===== src/hw/rtl/ac_ram.sv =====
// ----------------------------------------------------------------------------
// ac_ram: generic single-port-write, single-port-read RAM
// One write and one registered read per cycle.
// ----------------------------------------------------------------------------
module ac_ram #(
  parameter int WIDTH = 8,
  parameter int DEPTH = 256
) (
  input  logic                     clk,
  input  logic                     we,
  input  logic [$clog2(DEPTH)-1:0] waddr,
  input  logic [WIDTH-1:0]         wdata,
  input  logic [$clog2(DEPTH)-1:0] raddr,
  output logic [WIDTH-1:0]         rdata
);

  logic [WIDTH-1:0] mem [DEPTH];
  logic [WIDTH-1:0] rdata_r;

  always_ff @(posedge clk) begin
    if (we) begin
      mem[waddr] <= wdata;
    end
    rdata_r <= mem[raddr];
  end

  assign rdata = rdata_r;

endmodule


===== config.mk =====
export PLATFORM = sky130hd
export DESIGN_NAME = ac_ram
export DESIGN_NICKNAME = d
export VERILOG_FILES = /design/src/hw/rtl/ac_ram.sv
export SDC_FILE = /design/constraint.sdc
export NUM_CORES = 2
export LEC_CHECK = 0
export ABC_AREA = 0
export BUFFER_PORTS_ARGS = -buffer_cell sky130_fd_sc_hd__buf_2
export CAP_MARGIN = 20
export CORE_MARGIN = 5
export CORE_UTILIZATION = 40
export CTS_BUF_LIST = sky130_fd_sc_hd__clkbuf_2 sky130_fd_sc_hd__clkbuf_4 sky130_fd_sc_hd__clkbuf_8
export CTS_CLUSTER_DIAMETER = 150
export DETAILED_ROUTE_END_ITERATION = 16
export GPL_ROUTABILITY_DRIVEN = 0
export HOLD_SLACK_MARGIN = 0.12
export PLACE_DENSITY = 0.54
export SLEW_MARGIN = 40
export SYNTH_ARGS = -nofsm -noshare
export SYNTH_HDL_FRONTEND = slang
export SYNTH_SLANG_ARGS = --single-unit
export TNS_END_PERCENT = 10

===== constraint.sdc =====
create_clock -name clk -period 3.4 [get_ports clk]
set_input_delay 0.34 -clock clk [delete_from_list [all_inputs] [get_ports clk]]
set_output_delay 0.34 -clock clk [all_outputs]
set_load 0.01 [all_outputs]

Yosys cells after proc, flatten, opt, wreduce, memory -nomap -nowiden
Memories as Yosys holds them, arrays and structs flattened. A register that Yosys moved wholly into a read port is not among the register bits. Index checks and enable logic that the tools add are counted.

Add/subtract/negate cells: 0. Multiply operators: 0. Div/mod/pow operators: 0. Order comparisons: 0. Equality and inequality tests: 0. Shift-type cells: 0. Multiplexer cells: 2. Bitwise logic cells: 0. Reduce and logical (&&, ||, !) cells: 0.

Operator list (number): two-way mux 1 bit (2).

Register bits after elaboration: 0. Bits in latches: 0. Memory bits (writable): 2048. Memory bits (read-only): 0. Input port bits: 26. Output and inout port bits: 8. Logic and storage cells: 3. Memories kept: 1.

Memories: mem (words 256, bits a word 8, read ports 1, clocked after memory_dff 1, write ports 1, line 17) `logic [WIDTH-1:0] mem [DEPTH];`.

Longest topological paths before layout
Depth in word-level cells: 2. Depth in mapped cells: 11. Gate-level depth less buffers: 6.

Worst setup path before layout
No wires, ideal clock.

Path type: input to register. Start: input raddr[0]. End: register rdata_r[2], in the netlist rdata[2], read port of mem. Setup time: 131 ps. Arrival: 2147 ps. Required time: 3269 ps. Slack: 1122 ps. Stages on the path: 9. Path buffers: 4. Cell sequence: buf_6 > buf_12 > buf_8 > buf_2 > mux4_2 > a22oi_1 > a21oi_1 > nor4_1 > nor4_2.

RTL lines: start, declared (line 13) `input logic [$clog2(DEPTH)-1:0] raddr,`; end, declared (line 18) `logic [WIDTH-1:0] rdata_r;`.

Final worst setup path
Start: input waddr[1]. End: memory mem[177][2] (enable).

RTL lines: start, declared (line 11) `input logic [$clog2(DEPTH)-1:0] waddr,`; end, declared (line 17).

No word-level cell before the write port.

==> results.md <==
* DRT Wirelength at 215 mm
* Share of the synthesized area in the top cell type at 0.773
* End-of-flow core utilization at 0.469
* Flip-flop and latch count after synthesis at 2056
* Unique masters post-synth at 55
* Final setup violation count at 0
* Worst path max stage delay at 0.89 ns
* Post-route total power at 52.1 mW
* Slew of the pin with the lowest slew margin at 0.900 ns
* Clk Tree Root Cell: sky130_fd_sc_hd__clkbuf_8
* Largest net degree at the start of global routing at 103
* Met3 wirelength from detailed routing at 17.6 mm
* Post-CTS sizing at 0
* Critical path arrival at 3.25 ns
* Number of cells in the finished layout apart from fillers at 7240
* Post-route DRC at 0
* Number of placed instances with taps included at 6614
* Ordered cell list for the critical path: dlygate4sd3_1 -> buf_2 -> nor2b_1 -> nand3_2 -> nor2_1
* Max Cap Viol at 0
* Final Net Count at 4372
* CTS tree: done
* Power per unit of standard cell area at 563 mW/mm^2
* Proportion of layout cells with a drive suffix above 1 at 0.330
* Commonest cells after routing, fill and taps aside: sky130_fd_sc_hd__edfxtp_1, sky130_fd_sc_hd__mux4_2, sky130_fd_sc_hd__buf_4, sky130_fd_sc_hd__clkbuf_8, sky130_fd_sc_hd__nor2_1
* CTS buffer count at 349
* Sequential group share of total power at 0.537
* Met1 wire length at 90.4 mm
* Die area at 0.208 sq mm
* Crit path max-delay cell type: sky130_fd_sc_hd__nor2_1
* Net Switching at 11.5 mW
* Cell area after technology mapping at 0.0796 sq mm
* Average via count per standard cell at 5.62
* Depth of the CTS H-tree at 5
* Final period util at 0.778
* Overall fraction of global-route tracks in use at 0.203
* Wire length of the first global-routing pass at 306 mm
* Initial DRC count at 4053
* Biggest area consumer among synthesized cells: sky130_fd_sc_hd__edfxtp_1
* Growth of design area from synthesis to finish at 16.4%
* Routed met2 length at 100 mm
* Number of rows in the core area at 163
* Area of the placeable core at 0.198 sq mm
* Tightest slew margin relative to the limit at 0.395
* Number of nets produced by synthesis at 3759
* Result of the run: completed
* I/O pin count at 34
* Vias at 40.7k
* CP Buf/Inv Count at 2
* Initial DRT Pass Iterations at 5
* Post-CTS setup buffers at 0
* Yosys warnings at 0
* Final clock skew at 0.0982 ns
* Cell family with most CP delay: simple AND/OR/NAND/NOR gates
* Largest fanout on the critical path at 10
* Remaining antenna violation count at 0
* Internal power summed over all cells at 40.6 mW
* Height of the chip at 456 um
* Die outline width at 456 um
* Peak VDD IR at 373 uV
* Fmax at 378 MHz
* Type of the worst min-delay path: primary input to flop
* PortBufs at 33
* Sort of element at the end of the critical path: flop
* Shortest period the worst path allows at 2.65 ns
* Unrepaired setup endpoints after global routing: no
* Number of antenna violations at the first check in global routing at 5
* Register area share after synthesis at 0.775
* Clock network power share at 0.410
* Hold_ws at 0.197 ns
* Part of the total power dissipated in combinational logic at 0.053
* Clock slew at reported path FFs at 0.06 ns
* Max layer used: met5
* Number of sinks driven by the clock tree at 2056
* Most common library cell in the layout ignoring fill and taps: sky130_fd_sc_hd__edfxtp_1
* Net switching share of the total power at 0.220
* Mean routed wirelength per cell at 29.7 um
* Critical Setup Path Class: primary input to flop
* Slew Viols, Final at 0
* Clock Path Buffers at 4
* Static leakage at 29.5 nW
* Synth Instances at 3733
* Total gr overflow at 0
* Worst path required time at 4.01 ns
* Kind of start point of the critical path: primary input
* Clock latency of the later-clocked register in the worst-skew pair at 1.05 ns
* Post-detailed-placement half-perimeter wirelength at 138 mm
* Mean instance size in the synthesized netlist at 21.3 sq um
* Final Hold Violating Endpoints at 0
* Number of global-route vias before repair at 41.3k
* Ranking of synthesized cells by area: sky130_fd_sc_hd__edfxtp_1, sky130_fd_sc_hd__mux4_2, sky130_fd_sc_hd__mux2i_1
* Initial core utilization at 0.403
-- logic make-up (layout without fill, tap and decap cells) --
| family | count (synthesis) | after routing | share of synthesized area |
|---|---|---|---|
| flops | 2056 | 2056 | 0.775 |
| mux | 591 | 591 | 0.146 |
| simple gates | 466 | 466 | 0.0263 |
| compound gates | 385 | 385 | 0.0342 |
| buf+inv | 235 | 1098 | 0.0183 |
| other cells | 0 | 4 | 0 |
-- metal layers --
metal | up-vias | GRT usage
met3 | 366 | 0.0539
li1 | 17000 | -
met5 | - | 0
met1 | 21600 | 0.284
met2 | 1701 | 0.312
met4 | 2 | 0.0692
-- registers in the layout (all words and copies together) (netlist names) --
name and count:
mem 2048, rdata 8
-- final cells by class --
cell class,count,area [sq um]
clock inverters,119,731
multi-input cells,1442,16600
diodes,4,10.0
fillers,16400,105000
repair buffers,495,4400
well taps,2640,3300
clock buffers,482,5860
flip-flops and latches,2056,61700
inverters,2,7.51
-- synthesized netlist by cell type, drive strengths merged --
master	count
o22ai	28
nor4	27
nand2	33
clkinv	1
nor2	282
and3	1
a31oi	2
nand4	10
clkbuf	111
or2	4
buf	122
a211oi	16
a21oi	96
nand2b	8
nand3b	2
a311oi	2
and2	6
edfxtp	2048
o32ai	5
o211ai	10
a22oi	133
mux2i	134
dfxtp	8
and3b	2
nor3b	1
o21ai	12
o221ai	47
inv	1
or2b	1
nor2b	31
a221oi	14
a21boi	1
nor4b	1
mux2	1
o22a	5
or3b	1
o311ai	1
nor3	22
mux4	456
nand3	34
a22o	8
a2111oi	5
-- worst reg2reg max path: stages, from the launching register on --
cell and delay (ns):
sky130_fd_sc_hd__edfxtp_1 0.35, sky130_fd_sc_hd__mux4_2 0.54, sky130_fd_sc_hd__mux4_2 0.52, sky130_fd_sc_hd__nor2_1 0.11
sky130_fd_sc_hd__a2111oi_0 0.10, sky130_fd_sc_hd__nor3_1 0.72, sky130_fd_sc_hd__nor4_2 0.11
-- power groups by stage --
stage	combinational [mW]	sequential, mW	clock, mW
floorplan	1.36	28.5	0
global placement	2.75	28.5	0
detailed placement	2.78	28.5	0
CTS	2.80	28.0	21.9
global route	2.93	28.0	23.0
finish	2.78	28.0	21.4
-- timing repair --
action                                   CTS  global route
hold endpoints to repair                1978             0
endpoints found under the setup margin     0             0
hold buffers                              20             0
-- per-stage QoR --
stage / setup slack (ns) / TNS [ns] / area (sq um)
2_1_floorplan: 1.12 / 0 / 79600
3_3_place_gp: -0.564 / -2.23 / 85600
5_1_grt: 0.801 / 0 / 92600
3_5_place_dp: -0.217 / -0.769 / 85700
4_1_cts: 0.814 / 0 / 92500
6_report: 0.755 / 0 / 92600
-- path summary, 6_finish.rpt --
kind                         start  slack [ns]                    end  cells past startpoint
max                       waddr[1]        0.75  mem[177][2]$_DFFE_PP_                      5
min                       waddr[7]        0.20  mem[193][3]$_DFFE_PP_                      4
max reg2reg  mem[135][2]$_DFFE_PP_        0.85       rdata[2]$_DFF_P_                      6
min reg2reg   mem[14][6]$_DFFE_PP_        1.06       rdata[6]$_DFF_P_                      6
(Power assumes the default switching activity.)
